--- src/sv/psiq_pkg.sv ---
// Package: sizes and record type for the sorted insertion queue.
package psiq_pkg;

    localparam int CAPACITY      = 16;
    localparam int PRIORITY_BITS = 8;

    localparam int PRIO_PORT_W = 8;
    localparam int RECORD_W    = 32;
    localparam int PRIO_W      = (PRIORITY_BITS < PRIO_PORT_W) ? PRIORITY_BITS : PRIO_PORT_W;
    localparam int FILL_W      = $clog2(CAPACITY + 1);

    typedef struct packed {
        logic [PRIO_W-1:0]   prio;
        logic [RECORD_W-1:0] rec;
    } slot_entry_t;

    typedef struct packed {
        logic insert;
        logic shift;
    } cell_ctrl_t;

endpackage

--- src/sv/psiq_cell.sv ---
// One slot of the sorted chain: compare against the new item, hold, take or shift.
module psiq_cell (
    input  logic                  clk,
    input  psiq_pkg::cell_ctrl_t  ctrl,
    input  logic                  occupied,
    input  psiq_pkg::slot_entry_t new_entry,
    input  psiq_pkg::slot_entry_t left_entry,
    input  logic                  left_keep,
    input  psiq_pkg::slot_entry_t right_entry,
    output psiq_pkg::slot_entry_t entry,
    output logic                  keep
);
    import psiq_pkg::*;

    slot_entry_t entry_reg;
    slot_entry_t entry_next;

    // strictly greater stays put: later arrivals go ahead of equals
    assign keep  = occupied && (entry_reg.prio > new_entry.prio);
    assign entry = entry_reg;

    always_comb
    begin
        entry_next = entry_reg;
        if (ctrl.shift)
        begin
            entry_next = right_entry;
        end
        else if (ctrl.insert && !keep)
        begin
            entry_next = left_keep ? new_entry : left_entry;
        end
    end

    always_ff @(posedge clk)
    begin
        entry_reg <= entry_next;
    end

endmodule

--- src/sv/priority_sorted_insert_queue_unit.sv ---
// Top level: sorted insertion queue built from a chain of compare-and-shift cells.
// Latency: an item is inserted in the cycle it is taken; one item per cycle while collecting.
// After the item marked batch_end, the draining flag is set and the batch drains from cell 0
// through an output register, one item per cycle while out_ready takes each result.
// in_ready is low while draining; a new batch may start while the final item still waits.
// Reset (rst_n, asynchronous) empties the store and clears overflow_seen, not the output flag.
module priority_sorted_insert_queue_unit (
    input  logic                              clk,
    input  logic                              rst_n,
    input  logic                              in_valid,
    output logic                              in_ready,
    input  logic [psiq_pkg::PRIO_PORT_W-1:0]  job_priority,
    input  logic [psiq_pkg::RECORD_W-1:0]     job_record,
    input  logic                              batch_end,
    output logic                              out_valid,
    input  logic                              out_ready,
    output logic [psiq_pkg::PRIO_PORT_W-1:0]  out_priority,
    output logic [psiq_pkg::RECORD_W-1:0]     out_record,
    output logic                              out_last,
    output logic                              overflow
);
    import psiq_pkg::*;

    logic [FILL_W-1:0] fill_count_reg, fill_count_next;
    logic              draining_reg, draining_next;
    logic              overflow_seen_reg, overflow_seen_next;
    logic              out_valid_reg, out_valid_next;
    logic [PRIO_W-1:0]   out_prio_reg;
    logic [RECORD_W-1:0] out_record_reg;
    logic                out_last_reg;
    logic                out_overflow_reg;

    logic        in_fire;
    logic        full;
    logic        out_load;
    logic        drain_done;
    cell_ctrl_t  ctrl;
    slot_entry_t new_entry;

    slot_entry_t cell_entry [CAPACITY];
    logic        cell_keep  [CAPACITY];

    assign in_ready   = !draining_reg;
    assign in_fire    = in_valid && in_ready;
    assign full       = (fill_count_reg == FILL_W'(CAPACITY));
    assign out_load   = draining_reg && (!out_valid_reg || out_ready);
    assign drain_done = out_load && (fill_count_reg == FILL_W'(1));

    assign ctrl.insert = in_fire && !full;
    assign ctrl.shift  = out_load;

    assign new_entry.prio = job_priority[PRIO_W-1:0];
    assign new_entry.rec  = job_record;

    for (genvar i = 0; i < CAPACITY; i++)
    begin : g_cell
        slot_entry_t left_e;
        slot_entry_t right_e;
        logic        left_k;

        if (i == 0)
        begin : g_head
            assign left_e = new_entry;
            assign left_k = 1'b1;
        end
        else
        begin : g_body
            assign left_e = cell_entry[i-1];
            assign left_k = cell_keep[i-1];
        end

        if (i == CAPACITY - 1)
        begin : g_tail
            assign right_e = new_entry;
        end
        else
        begin : g_mid
            assign right_e = cell_entry[i+1];
        end

        psiq_cell u_cell (
            .clk         (clk),
            .ctrl        (ctrl),
            .occupied    (FILL_W'(i) < fill_count_reg),
            .new_entry   (new_entry),
            .left_entry  (left_e),
            .left_keep   (left_k),
            .right_entry (right_e),
            .entry       (cell_entry[i]),
            .keep        (cell_keep[i])
        );
    end

    always_comb
    begin
        fill_count_next    = fill_count_reg;
        draining_next      = draining_reg;
        overflow_seen_next = overflow_seen_reg;
        out_valid_next     = out_valid_reg;

        if (ctrl.insert)
        begin
            fill_count_next = fill_count_reg + FILL_W'(1);
        end
        else if (out_load)
        begin
            fill_count_next = fill_count_reg - FILL_W'(1);
        end

        if (in_fire && full)
        begin
            overflow_seen_next = 1'b1;
        end
        else if (drain_done)
        begin
            overflow_seen_next = 1'b0;
        end

        if (in_fire && batch_end)
        begin
            draining_next = 1'b1;
        end
        else if (drain_done)
        begin
            draining_next = 1'b0;
        end

        if (out_load)
        begin
            out_valid_next = 1'b1;
        end
        else if (out_ready)
        begin
            out_valid_next = 1'b0;
        end
    end

    always_ff @(posedge clk or negedge rst_n)
    begin
        if (!rst_n)
        begin
            fill_count_reg    <= '0;
            draining_reg      <= 1'b0;
            overflow_seen_reg <= 1'b0;
            out_valid_reg     <= 1'b0;
        end
        else
        begin
            fill_count_reg    <= fill_count_next;
            draining_reg      <= draining_next;
            overflow_seen_reg <= overflow_seen_next;
            out_valid_reg     <= out_valid_next;
        end
    end

    always_ff @(posedge clk)
    begin
        if (out_load)
        begin
            out_prio_reg     <= cell_entry[0].prio;
            out_record_reg   <= cell_entry[0].rec;
            out_last_reg     <= (fill_count_reg == FILL_W'(1));
            out_overflow_reg <= overflow_seen_reg;
        end
    end

    assign out_valid    = out_valid_reg;
    assign out_priority = PRIO_PORT_W'(out_prio_reg);
    assign out_record   = out_record_reg;
    assign out_last     = out_last_reg;
    assign overflow     = out_overflow_reg;

    a_drain_nonempty: assert property (@(posedge clk) disable iff (!rst_n)
        draining_reg |-> (fill_count_reg != '0))
        else $error("draining with an empty store");

    a_fill_bound: assert property (@(posedge clk) disable iff (!rst_n)
        fill_count_reg <= FILL_W'(CAPACITY))
        else $error("fill count beyond capacity");

    a_insert_count: assert property (@(posedge clk) disable iff (!rst_n)
        ctrl.insert |=> (fill_count_reg == $past(fill_count_reg) + FILL_W'(1)))
        else $error("insert did not grow the store");

    a_head_sorted: assert property (@(posedge clk) disable iff (!rst_n)
        (fill_count_reg >= FILL_W'(2)) |-> (cell_entry[0].prio >= cell_entry[1].prio))
        else $error("head of store out of order");

endmodule
--- config.mk ---
export PLATFORM = sky130hd
export DESIGN_NAME = priority_sorted_insert_queue_unit
export DESIGN_NICKNAME = d
export VERILOG_FILES = /design/src/sv/psiq_pkg.sv /design/src/sv/psiq_cell.sv /design/src/sv/priority_sorted_insert_queue_unit.sv
export SDC_FILE = /design/constraint.sdc
export NUM_CORES = 2
export LEC_CHECK = 0
export BUFFER_PORTS_ARGS = -buffer_cell sky130_fd_sc_hd__buf_2
export CORE_MARGIN = 3
export CORE_UTILIZATION = 45
export CTS_BUF_LIST = sky130_fd_sc_hd__clkbuf_16
export CTS_CLUSTER_SIZE = 20
export DETAILED_ROUTE_END_ITERATION = 12
export SLEW_MARGIN = 20
export SYNTH_ARGS = -nofsm -noshare
export SYNTH_HDL_FRONTEND = slang
export SYNTH_SLANG_ARGS = --single-unit
--- constraint.sdc ---
create_clock -name clk -period 5.3 [get_ports clk]
set_input_delay 0.795 -clock clk [delete_from_list [all_inputs] [get_ports clk]]
set_output_delay 0.795 -clock clk [all_outputs]
set_load 0.02 [all_outputs]
## After elaboration in Yosys (flattened, before gate mapping)

Cells that the tools add are included.

| storage, ports and cells | value |
|---|---|
| output and inout bits | 44 |
| logic and storage cells | 208 |
| bits in registers | 690 |
| input bits | 45 |

| operators by class | value |
|---|---|
| multiplexer cells | 54 |
| reductions and logical operators | 78 |
| add/sub/neg operators | 2 |
| equal/unequal tests | 2 |
| magnitude comparators | 32 |

Operator list:

| operator | number |
|---|---|
| 2-to-1 mux 40 bit | 47 |
| greater-than comparator 8 bit | 16 |
| < comparator 4 x 5 -> 1 bit, first input constant | 8 |
| nonzero test 2 bit | 20 |
| logical AND 1 bit | 38 |
| < comparator 3 x 5 -> 1 bit, first input constant | 4 |
| zero test 1 bit | 19 |
| < comparator 1 x 5 -> 1 bit, first input constant | 2 |
| < comparator 2 x 5 -> 1 bit, first input constant | 2 |
| 2-to-1 mux 5 bit | 2 |
| adder 5 x 1 -> 5 bit, second input constant | 1 |
| == test 5 x 1 -> 1 bit, second input constant | 1 |
| == test 5 bit, second input constant | 1 |
| 2-to-1 mux 1 bit | 5 |
| subtractor 5 x 1 -> 5 bit, second input constant | 1 |
| logical OR 1 bit | 1 |

## Logic depth before layout (Yosys ltp)

| depth | value |
|---|---|
| depth in word-level cells | 6 |
| mapped depth | 9 |
| depth with buffers taken out | 7 |

## Hierarchy

Synthesis repeated with hierarchy kept, for this count alone.

| unflattened totals | value |
|---|---|
| cells, all modules | 3377 |
| area total of the unflattened synthesis | 37962.7 um^2 |

By module, submodules not included:

| module | area each (um^2) | sequential area each (um^2) | instances | cells each |
|---|---|---|---|---|
| psiq_cell | 2254.7 | 1201.2 | 16 | 204 |
| priority_sorted_insert_queue_unit | 1888.1 | 1461.4 | 1 | 113 |

## Worst setup path after synthesis

OpenSTA, ideal clock, no wires.

| timing | value |
|---|---|
| path kind | input-to-reg |
| start | input job_priority[5] (netlist bit) |
| end | register g_cell[8].u_cell.entry_reg (netlist bit g_cell[8].u_cell.entry[0]), enable pin |
| required time | 4.807 ns |
| cell stages on the path | 9 |
| setup time | 0.493 ns |
| arrival time | 5.312 ns |
| buffers on the path | 2 |
| path slack | -0.505 ns |
| cell sequence | inv_1 -> ha_1 -> a211o_1 -> a21oi_1 -> a31oi_1 -> and2_1 -> clkbuf_1 -> buf_2 -> o21ai_0 |

| between the ends | value |
|---|---|
| cells in the longest elaborated chain, start to end | 5 |

RTL lines:

| item | RTL line | RTL |
|---|---|---|
| from (decl) | priority_sorted_insert_queue_unit.sv:12 | `input logic [psiq_pkg::PRIO_PORT_W-1:0] job_priority,` |
| greater-than comparator 8 bit | psiq_cell.sv:19 | `assign keep = occupied && (entry_reg.prio > new_entry.prio);` |
| logical AND 1 bit | psiq_cell.sv:19 |  |
| zero test 1 bit | psiq_cell.sv:29 | `else if (ctrl.insert && !keep)` |
| logical AND 1 bit | psiq_cell.sv:29 |  |
| nonzero test 2 bit (no line) | -- |  |
| to (signal assigned) | psiq_cell.sv:37 | `entry_reg <= entry_next;` |
| to (decl) | psiq_cell.sv:15 | `slot_entry_t entry_reg;` |

No other way between the ends.
A chain may end at the register's enable or synchronous reset.

## Worst setup path in the final report

| timing | value |
|---|---|
| start | input job_priority[5] (netlist bit) |
| end | register g_cell[7].u_cell.entry_reg (netlist bit g_cell[7].u_cell.entry[12]), enable pin |

| between the ends | value |
|---|---|
| cells in the longest elaborated chain, start to end | 5 |

RTL lines:

| item | RTL line |
|---|---|
| greater-than comparator 8 bit | psiq_cell.sv:19 |
| logical AND 1 bit | psiq_cell.sv:19 |
| zero test 1 bit | psiq_cell.sv:29 |
| logical AND 1 bit | psiq_cell.sv:29 |
| nonzero test 2 bit (no line) | -- |
| to (signal assigned) | psiq_cell.sv:37 |
| to (decl) | psiq_cell.sv:15 |

No other way between the ends.

==> summary.txt <==
Yosys
  – Yosys top cell by area: edfxtp_1
  – Synth top cells by count: 682 x edfxtp_1, 611 x nand2_1, 459 x inv_1
  – Seq cells post-synth: 690
  – Most area-consuming cells after synthesis: edfxtp_1 56%, o221ai_1 11%, nand2_1 6.3%, inv_1 4.7%, ha_1 4.6%
  – Synth unique cells: 49
  – Top FF cell, synth: edfxtp_1
  – Most frequent cell after synthesis: edfxtp_1
  – Mapped cell area: 0.0363 mm²
  – Avg Inst Size Synth: 10.8 µm²
  – Syn nets: 3524
  – Post-synth top area share: 56.5%
  – Register area share after synthesis: 57.0%
  – Async S/R FF share, synth: 1.16%
  – EDFF count, synth: 682
  – Cells after synthesis: 3347
  – Synth warn: 0

Pwr
  – Sequential fraction of design power: 39.9%
  – Power Density: 786 mW/mm²
  – Switch Pwr: 13.6 mW
  – Gate power share: 43.4%
  – Worst VDD drop: 0.000588 V
  – Internal power: 18.2 mW
  – Clk pwr share: 16.7%
  – Switch share: 42.8%
  – Leak: 16.0 nW

CTS
  – Worst-path clk slew: 0.06 ns
  – CTS tree: done
  – Setup Fix Bufs, Post-CTS: 0
  – H-Tree Level Count: 3
  – Hold buffers post-CTS: 0
  – CTS Buffer Depth: 3
  – Cts bufs inserted: 76
  – Clock Latency Late Sink: 0.63 ns
  – Clk sinks: 690
  – Clock root cell: clkbuf_16
  – # resized after CTS: 0

Floorplanning
  – Die Ht: 290 µm
  – IO Pins: 89
  – Initial Util: 45.7%
  – Die W: 290 µm
  – Row count: 103
  – Core ar.: 0.0794 mm²
  – DIE AREA: 0.0841 mm²

STA
  – Final setup margin: 1.42 ns
  – Final Skew: 0.0230 ns
  – Final Max Tran Viols: 0
  – Period minus WS final: 3.88 ns
  – Final hold violations: 0
  – Setup TNS: 0 ns
  – RSZ-0062 raised after global routing: no
  – Worst Tran Pin Value: 1.22 ns
  – Fmax: 0.258 GHz
  – Fin crit share: 73.2%
  – Rel. slew slack: 18.2%
  – Final setup viols: 0

Route
  – Final WL: 122000 µm
  – Via density: 6.56
  – Drt drc: 0
  – Post-DR wirelength/cell: 27.6 µm
  – ANT nets after route: 0
  – First-pass iteration count of the detailed router: 6
  – DR iter-0 viols: 3770
  – Via count: 28.9k

Global routing
  – All-Layer GR Usage: 28.1%
  – First-pass GRT wire length: 183000 µm
  – Gr ovfl total: 0
  – Vias in the first global route: 29.3k
  – Initial antenna violation count: 2
  – Largest net degree at the start of global routing: 161

Setup path
  – CP max FO: 23
  – Critical path type: in -> reg
  – WP data arrival: 4.19 ns
  – Req. time, crit path: 5.61 ns
  – CP startpoint kind: input port
  – CP Capture Type: register

Cells and area
  – Filler instances: 7072
  – Area of the multi-input gates: 0.0130 mm²
  – Sequential Area: 0.0207 mm²
  – Final nets: 3481
  – Final Cell Area: 0.0404 mm²
  – Area Overhead vs Synth: 11.3%
  – Share of cells above drive strength 1: 11.1%
  – Max reg flops: 640

Placed design
  – Port Buf Inserts: 88
  – Detailed Place HPWL: 73600 µm
  – RePlAce Congestion: 0.916
  – Placed cell areas: 0.0379 mm²
  – Setup WS pre-CTS: 0.913 ns

Flow run
  – Max_cap viols: 0

Outcome
  – Status: complete, no violations

Worst hold path
  – Worst hold path class: in -> async
==> through the flow <==
stage                     power, mW  utilization, %  instances  hold WS [ns]
after CTS                      31.4            50.8       4408        0.0222
after global routing           33.4            50.8       4409        0.0439
after detailed placement       26.1            47.8       4276         0.440
after floorplan                20.7               -       3347         0.426
final                          31.7            50.8       4411        0.0406
after global placement         25.6            47.8       4276         0.436
==> layout make-up <==
class	count	area share [%]
well taps	1050	3.26
repair buffers	168	2.95
clock inverters	54	1.17
multi-input cells	1908	32.2
inverters	460	4.30
flip-flops and latches	690	51.2
diodes	3	0.0186
clock buffers	78	4.84
==> kinds of logic (layout without fill, tap and decap cells) <==
| group | Yosys count | after routing | synth area share [%] |
|---|---|---|---|
| adders and majority gates | 132 | 132 | 4.55 |
| AOI/OAI and AO/OA | 826 | 826 | 18.2 |
| buffers and inverters | 749 | 760 | 7.89 |
| muxes | 40 | 40 | 1.24 |
| other | 0 | 3 | 0 |
| and+or+nand+nor | 906 | 906 | 11.0 |
| DFF | 690 | 690 | 57.0 |
| xor gates and xnor gates | 4 | 4 | 0.0966 |
==> critical path, cell delays in order <==
cell and delay, ns:
buf_2 0.12, inv_1 0.74, ha_1 0.38, a211oi_1 0.24, nor2_1 0.11, nor4bb_1 0.59, or2_2 0.24, a21o_2 0.63
buf_4 0.33
==> worst paths after layout <==
path	from	end	depth (start not counted)	slack (ns)
max	job_priority[5]	g_cell[7].u_cell.entry[12]	9	1.42
min	rst_n	fill_count_reg[1]	1	0.04
max reg2reg	fill_count_reg[2]	g_cell[1].u_cell.entry[5]	7	1.86
min reg2reg	g_cell[0].u_cell.entry[3]	out_record[3]	0	0.45
max in group asynchronous	rst_n	out_valid	1	5.07
min in group clk	batch_end	draining_reg	2	0.43
==> power groups by stage <==
| stage | clock network (mW) | registers [mW] | logic (mW) |
|---|---|---|---|
| 3_3_place_gp | 0 | 12.6 | 13.0 |
| 2_1_floorplan | 0 | 12.1 | 8.64 |
| 3_5_place_dp | 0 | 12.7 | 13.4 |
| 4_1_cts | 5.37 | 12.6 | 13.4 |
| 6_report | 5.31 | 12.7 | 13.8 |
| 5_1_grt | 5.59 | 13.0 | 14.8 |
==> routing by layer <==
metal	global-route usage (%)	up-vias	part of all wire (%)
met5	0	-	0
met3	5.09	261	10
met2	42.7	1686	44
met4	12.2	0	4.2
met1	39.6	14600	42
li1	-	12400	-
==> cell usage in the layout (no fill, tap or decap), types with 46 or more instances in the layout <==
master and n:
buf_4 68, inv_1 469, clkbuf_16 78, nor2_1 103, a22oi_1 46, o221ai_1 441
o21ai_0 48, edfxtp_1 682, ha_1 131, nand2_1 608, buf_2 88, a21oi_1 70
a221o_1 79
Power figures use the tool's default switching activity.
